File: config.mk
export PLATFORM = sky130hd
export DESIGN_NAME = ptc_div
export DESIGN_NICKNAME = d
export VERILOG_FILES = /design/src/rtl/core/ptc_pkg.sv /design/src/rtl/core/ptc_div.sv
export SDC_FILE = /design/constraint.sdc
export NUM_CORES = 2
export LEC_CHECK = 0
export BUFFER_PORTS_ARGS = -buffer_cell sky130_fd_sc_hd__buf_2
export CAP_MARGIN = 10
export CORE_UTILIZATION = 30
export DETAILED_ROUTE_END_ITERATION = 6
export PLACE_DENSITY_LB_ADDON = 0.05
export SETUP_SLACK_MARGIN = 0.1
export SYNTH_ARGS = -nofsm -noshare
export SYNTH_HDL_FRONTEND = slang
export SYNTH_SLANG_ARGS = --single-unit
File: constraint.sdc
create_clock -name clk -period 3.77 [get_ports clk]
set_clock_uncertainty 0.15 [all_clocks]
set_input_delay 0.377 -clock clk [delete_from_list [all_inputs] [get_ports clk]]
set_output_delay 0.377 -clock clk [all_outputs]
set_load 0.005 [all_outputs]
File: src/rtl/core/ptc_pkg.sv
// Package with widths, register indexes and shared types for the pressure compensation block.
package ptc_pkg;

    localparam int unsigned WordW = 32;
    localparam int unsigned QuotW = 32;

    typedef enum logic [2:0] {
        REG_AC1_AC2 = 3'd0,
        REG_AC3_AC4 = 3'd1,
        REG_AC5_AC6 = 3'd2,
        REG_B1_B2   = 3'd3,
        REG_MC_MD   = 3'd4,
        REG_OSS     = 3'd5
    } reg_idx_t;

    localparam logic [31:0] B5Offset   = 32'd4000;
    localparam logic [31:0] B4Offset   = 32'd32768;
    localparam logic [31:0] B7Scale    = 32'd50000;
    localparam logic [31:0] SignBit    = 32'h8000_0000;
    localparam logic [31:0] PCoefSq    = 32'd3038;
    localparam logic [31:0] PCoefLin   = 32'hFFFF_E343; // -7357
    localparam logic [31:0] PCoefConst = 32'd3791;

    // Request for the shared-style pipelined divider.
    typedef struct packed {
        logic        vld;
        logic        neg;   // negate quotient (signed divide)
        logic [31:0] num;   // magnitude
        logic [31:0] den;   // magnitude
    } div_req_t;

endpackage

File: src/rtl/core/ptc_div.sv
// Pipelined unsigned restoring divider, one quotient bit per stage, with stall.
module ptc_div
    import ptc_pkg::*;
#(
    parameter int unsigned PAYW = 8
)
(
    input  logic                clk,
    input  logic                rst_n,
    input  logic                en,
    input  div_req_t            req,
    input  logic [PAYW-1:0]     pay_in,
    output logic                out_vld,
    output logic [31:0]         quo,
    output logic [PAYW-1:0]     pay_out
);

    localparam int unsigned N = QuotW;

    // Each stage owns its registers and reads the previous stage's ones.
    for (genvar s = 0; s < N; s++)
    begin : g_stage
        logic              vld_in;
        logic              neg_in;
        logic [31:0]       rem_in;
        logic [31:0]       num_in;
        logic [31:0]       den_in;
        logic [PAYW-1:0]   pay_src;
        logic [32:0]       trial;
        logic [32:0]       shifted;
        logic              vld_reg;
        logic              neg_reg;
        logic [31:0]       num_reg;
        logic [PAYW-1:0]   pay_reg;

        if (s == 0)
        begin : g_src
            assign vld_in  = req.vld;
            assign neg_in  = req.neg;
            assign rem_in  = '0;
            assign num_in  = req.num;
            assign den_in  = req.den;
            assign pay_src = pay_in;
        end
        else
        begin : g_src
            assign vld_in  = g_stage[s-1].vld_reg;
            assign neg_in  = g_stage[s-1].neg_reg;
            assign rem_in  = g_stage[s-1].g_keep.rem_reg;
            assign num_in  = g_stage[s-1].num_reg;
            assign den_in  = g_stage[s-1].g_keep.den_reg;
            assign pay_src = g_stage[s-1].pay_reg;
        end

        always_comb
        begin
            shifted = {rem_in, num_in[31]};
            trial   = shifted - {1'b0, den_in};
        end

        // The last stage needs neither the partial remainder nor the divisor.
        if (s < N - 1)
        begin : g_keep
            logic [31:0] rem_reg;
            logic [31:0] den_reg;
            always_ff @(posedge clk)
            begin
                if (en)
                begin
                    den_reg <= den_in;
                    rem_reg <= trial[32] ? shifted[31:0] : trial[31:0];
                end
            end
        end

        always_ff @(posedge clk or negedge rst_n)
        begin
            if (!rst_n)
            begin
                vld_reg <= 1'b0;
            end
            else if (en)
            begin
                vld_reg <= vld_in;
            end
        end
        always_ff @(posedge clk)
        begin
            if (en)
            begin
                neg_reg <= neg_in;
                pay_reg <= pay_src;
                num_reg <= {num_in[30:0], !trial[32]};
            end
        end
    end

    assign out_vld = g_stage[N-1].vld_reg;
    assign quo     = g_stage[N-1].neg_reg ? (32'd0 - g_stage[N-1].num_reg)
                                          : g_stage[N-1].num_reg;
    assign pay_out = g_stage[N-1].pay_reg;

endmodule

* Word-level counts from Yosys, hierarchy flattened
Index checks and enable logic that the tools add are counted.
** Word-level totals
- Input port bits :: 77
- Output and inout port bits :: 41
- Register bits after elaboration :: 3328
- Logic and storage cells :: 288
** Cells by class
- Muxes and demuxes :: 32
- Add/sub/neg operators :: 33
- Reductions and logical operators :: 32
** Operator list (count)
- $sub A33 B32 Y33 :: 31
- $mux W32 :: 31
- $sub A1 B32 Y33 :: 1
- $logic_not A1 Y1 :: 32
- $sub A1 B32 Y32 const A :: 1
- $mux W1 :: 1

* Longest topological paths before layout
- Depth after elaboration :: 2
- Depth in mapped cells :: 17
- Depth with buffers taken out :: 15

* Worst setup path before layout
OpenSTA, ideal clock, no wires.
- Path kind :: register to register
- Start point :: reg g_stage[23].g_keep.den_reg[0]
- End point :: reg g_stage[24].g_keep.rem_reg[22] (data pin)
- Stages on the path, launching flop included :: 15
- Library setup time :: 260 ps
- Data arrival time :: 3737 ps
- Data required time :: 3360 ps
- Setup slack :: -377 ps
- Clock period less this slack :: 4147 ps
- Cell sequence :: edfxtp_1 -> ha_1 -> fa_1 -> nor2b_1 -> o21ai_1 -> a21oi_1 -> o41a_1 -> a41oi_1 -> o31a_1 -> a2111oi_2 -> nor2_1 -> o21ai_0 -> xor2_2 -> buf_4 -> mux2_2
** On the way
- Word-level cells in the longest chain between the ends :: 2
** RTL lines
- start: declaration :: RTL line ptc_div.sv:65 : logic [31:0] den_reg;
- start signal: assignment :: RTL line ptc_div.sv:70 : den_reg <= den_in;
- $sub A33 B32 Y33 :: RTL line ptc_div.sv:58 : trial = shifted - {1'b0, den_in};
- $mux W32 :: RTL line ptc_div.sv:71 : rem_reg <= trial[32] ? shifted[31:0] : trial[31:0];
- end signal: assignment :: RTL line ptc_div.sv:71
- end: declaration :: RTL line ptc_div.sv:64 : logic [31:0] rem_reg;
Every way passes these cells.
A chain may end at the register's enable or synchronous reset.

* Worst setup path in the final report
- Start point :: reg g_stage[31].num_reg[6]
- End point :: out quo[29]
** On the way
- Word-level cells in the longest chain between the ends :: 2
** RTL lines
- start: declaration :: RTL line ptc_div.sv:33 : logic [31:0] num_reg;
- start signal: assignment :: RTL line ptc_div.sv:93 : num_reg <= {num_in[30:0], !trial[32]};
- $sub A1 B32 Y32 :: RTL line ptc_div.sv:99 : assign quo = g_stage[N-1].neg_reg ? (32'd0 - g_stage[N-1].num_reg)
- $mux W32 :: RTL line ptc_div.sv:99
- end: declaration :: RTL line ptc_div.sv:14 : output logic [31:0] quo,
Every way passes these cells.

==> impl_metrics.ini <==
[clock_tree]
clk_path_buf_depth = 4
cts-root-buf = clkbuf_16
clock-sinks = 3328
htreeDepth = 5
clkLatencyLatePin_ns = 1.04
cts_made_buffers = 398
path_clk_slew_ns = 0.06
cts_tree = done

[power]
switching_share = 0.343
p_total_mw = 215
p_seq_frac = 0.273
power_leakage_nw = 91.2
comb_power_share = 0.546
netSwitchingPower_mw = 73.7
p_int_mw = 141
power-per-cell-area_nw_per_um2 = 988
p_clk_frac = 0.181
ir_drop_uv = 484

[global_route]
grt_pass1_vias = 110000
antenna_found_initial = 14
grt_max_degree = 122
grt_first_pass_wirelength_mm = 645
grt_overflow = 0
grtUsageTotal = 0.152
use_met2 = 0.292
grt_util_met1 = 0.168
use_met3 = 0.0218
top_usage_layer = met2

[timing]
fmax_mhz = 219
finalHoldViolCount = 0
setup_tns_ns = -283.26
worst_pin_slew_ns = 1.03
setup_viol = 938
max_slew_margin = 0.314
finalCriticalPeriod_ns = 4.57
worst_slack_ns = -0.797
period_share = 1.21
hold_ws_ns = 0.138
rsz0062_at_grt = yes
finalMaxSlewViolations = 0

[synth]
synthCells = 12100
synth_async_sr_flop_share = 0.00962
yosysWarnings = 0
ys_types = 102
synthMuxAreaShare = 0.0564
synth_compound_area_frac = 0.108
synth_top_family_by_area = compound AO/OA/AOI/OAI gates
synth.most_common_cell = edfxtp_1
ys_ff_latch = 3328
ys_top_cells_by_area = edfxtp_1 (61%), ha_1 (7.7%), mux2_2 (4.3%), xnor2_1 (3.0%), inv_1 (2.8%)
ys.flop_type = edfxtp_1
yosysTopAreaCellShare = 0.611
ys_seq_area_frac = 0.616
synthSimpleGateAreaFrac = 0.0574
netlist_top_cells_count = edfxtp_1 (3296), inv_1 (1203), ha_1 (994), a21oi_1 (756), mux2_2 (616)
yosysTopAreaCell = edfxtp_1
synth_edf_count = 3296
synthXorXnorAreaFrac = 0.0478
netlist_area_um2 = 162000
synthAdderAreaFrac = 0.0805
avgSynthCellArea_um2 = 13.4

[route]
postRouteAntennaNets = 0
viasPerCell = 4.62
routed_wl_mm = 428
wire_per_inst_um = 18.8
drt_iter0_drc = 4940
drc_errors = 0
first_pass_iters = 6
vias = 105000

[worst_setup_path]
regToRegStartpoint = g_stage[22].num_reg[31]$_DFFE_PP_
critPathKind = flip-flop to output port
path_common_cell = or3_4
cp_data_required_time_ns = 3.24
timing.rr.end = g_stage[23].g_keep.rem_reg[7]$_DFFE_PP_
arrival_ns = 4.04
crit_chain = or4_4 -> or3_4 -> or3_4 -> nor2_4 -> nand3_2 -> or3_4 -> buf_6 -> o31ai_4 -> xnor2_2 -> buf_2
ff2ff_setup_slack_ns = -0.79
cp-start-kind = flip-flop
crit_family = simple AND/OR/NAND/NOR gates
max_stage_delay_ns = 0.55
cp_slowest_cell = or4_4
end_kind = output port
crit_path_max_fanout = 2
r2r_cells = 20
cp.buffers_inverters = 2

[final_layout]
drive_gt1_frac = 0.320
largest_reg_flops = 992
fin_nets = 16300
fin_util = 0.405
fill_cells = 50000
area_delta_synth_final_pct = 34.4

[floorplan]
rows = 269
die_y_um = 737
start_util = 0.302
core_area_um2 = 537000
die_x_um = 737
die-area_um2 = 543000
io-pin-count = 118

[placement]
place.port_buffers = 117
place_congestion = 0.871
place_hpwl_mm = 294

[hold_path]
holdCritStartpoint = req[36]
whs_endpoint = g_stage[0].num_reg[5]$_DFFE_PP_
min_path_cells = 2
min-delay-path-class = input port to flip-flop

[status]
status = finished with violations
violations = setup timing

[flow_run]
cap_violations = 0
-- metrics by stage --
stage / area (µm²) / instances / setup slack [ns]
after floorplan: 163000 / 12100 / -0.138
after global placement: 189000 / 21300 / -1.09
after detailed placement: 189000 / 21300 / -0.991
after CTS: 214000 / 22500 / -0.988
after global routing: 218000 / 22700 / -0.998
final: 218000 / 22700 / -0.797
-- how the worst max path moves through the flow --
stage	slack [ns]	from	depth (start not counted)	endpoint
floorplan	-0.14	g_stage[19].num_reg[31]$_DFFE_PP_	16	g_stage[20].g_keep.rem_reg[10]$_DFFE_PP_
global placement	-1.09	g_stage[26].num_reg[31]$_DFFE_PP_	16	g_stage[27].g_keep.rem_reg[2]$_DFFE_PP_
detailed placement	-0.99	g_stage[22].num_reg[31]$_DFFE_PP_	19	g_stage[23].g_keep.rem_reg[2]$_DFFE_PP_
CTS	-0.99	g_stage[31].num_reg[6]$_DFFE_PP_	10	quo[29]
global route	-1.0	g_stage[22].num_reg[31]$_DFFE_PP_	20	g_stage[23].g_keep.rem_reg[8]$_DFFE_PP_
finish	-0.80	g_stage[31].num_reg[6]$_DFFE_PP_	10	quo[29]
-- power by group through the flow --
stage	registers [mW]	logic (mW)	clock network, mW
floorplan	56.2	57.0	0
global placement	59.4	85.2	0
detailed placement	59.3	86.3	0
CTS	58.8	113	40.6
global route	59.5	127	41.9
finish	58.6	118	39.0
-- area by class of cell --
type | instances | area, µm² | area share
Antenna cell | 31 | 77.6 | 0.000356
Clock buffer | 466 | 10300 | 0.0473
Clock inverter | 261 | 2910 | 0.0133
Inverter | 1203 | 4550 | 0.0209
Multi-Input combinational cell | 7334 | 64500 | 0.296
Sequential cell | 3328 | 99800 | 0.458
Tap cell | 7181 | 8980 | 0.0413
Timing Repair Buffer | 2890 | 26600 | 0.122
-- metal layers --
metal	share of wire	routed length [µm]
met3	0.032	13800
met5	0	0
met4	0.042	17900
met2	0.54	230000
met1	0.39	166000
-- placed cells by master, fill, tap and decap left out, types with 114 or more instances in the layout --
cell type,n
nand3_1,155
nor2_1,416
xor2_1,307
buf_12,164
o21ai_2,144
nor2b_1,116
inv_1,1167
nand2_1,434
a21o_1,577
buf_6,162
a21oi_1,664
mux2_4,681
o21a_1,130
ha_1,934
dlygate4sd3_1,147
buf_2,114
buf_4,2154
clkbuf_16,408
o21ai_0,318
xnor2_1,532
edfxtp_1,3296
-- logic make-up (layout without fill, tap and decap cells) --
kind of cell               Yosys count  count (layout)
buffers and inverters             1418            4820
other                                1              46
adders and majority gates         1024            1024
and+or+nand+nor                   1919            1919
DFF                               3328            3328
AOI/OAI and AO/OA                 2705            2705
muxes                              792             792
xor gates and xnor gates           879             879
-- what timing repair did --
item	in CTS	in global routing
hold endpoints to repair	148	0
hold buffers	148	0
setup buffers	291	175
resized for setup	1390	714
pin swaps	348	332
gates cloned	90	7
setup endpoints to repair	1011	1021
Power figures use the tool's default switching activity.
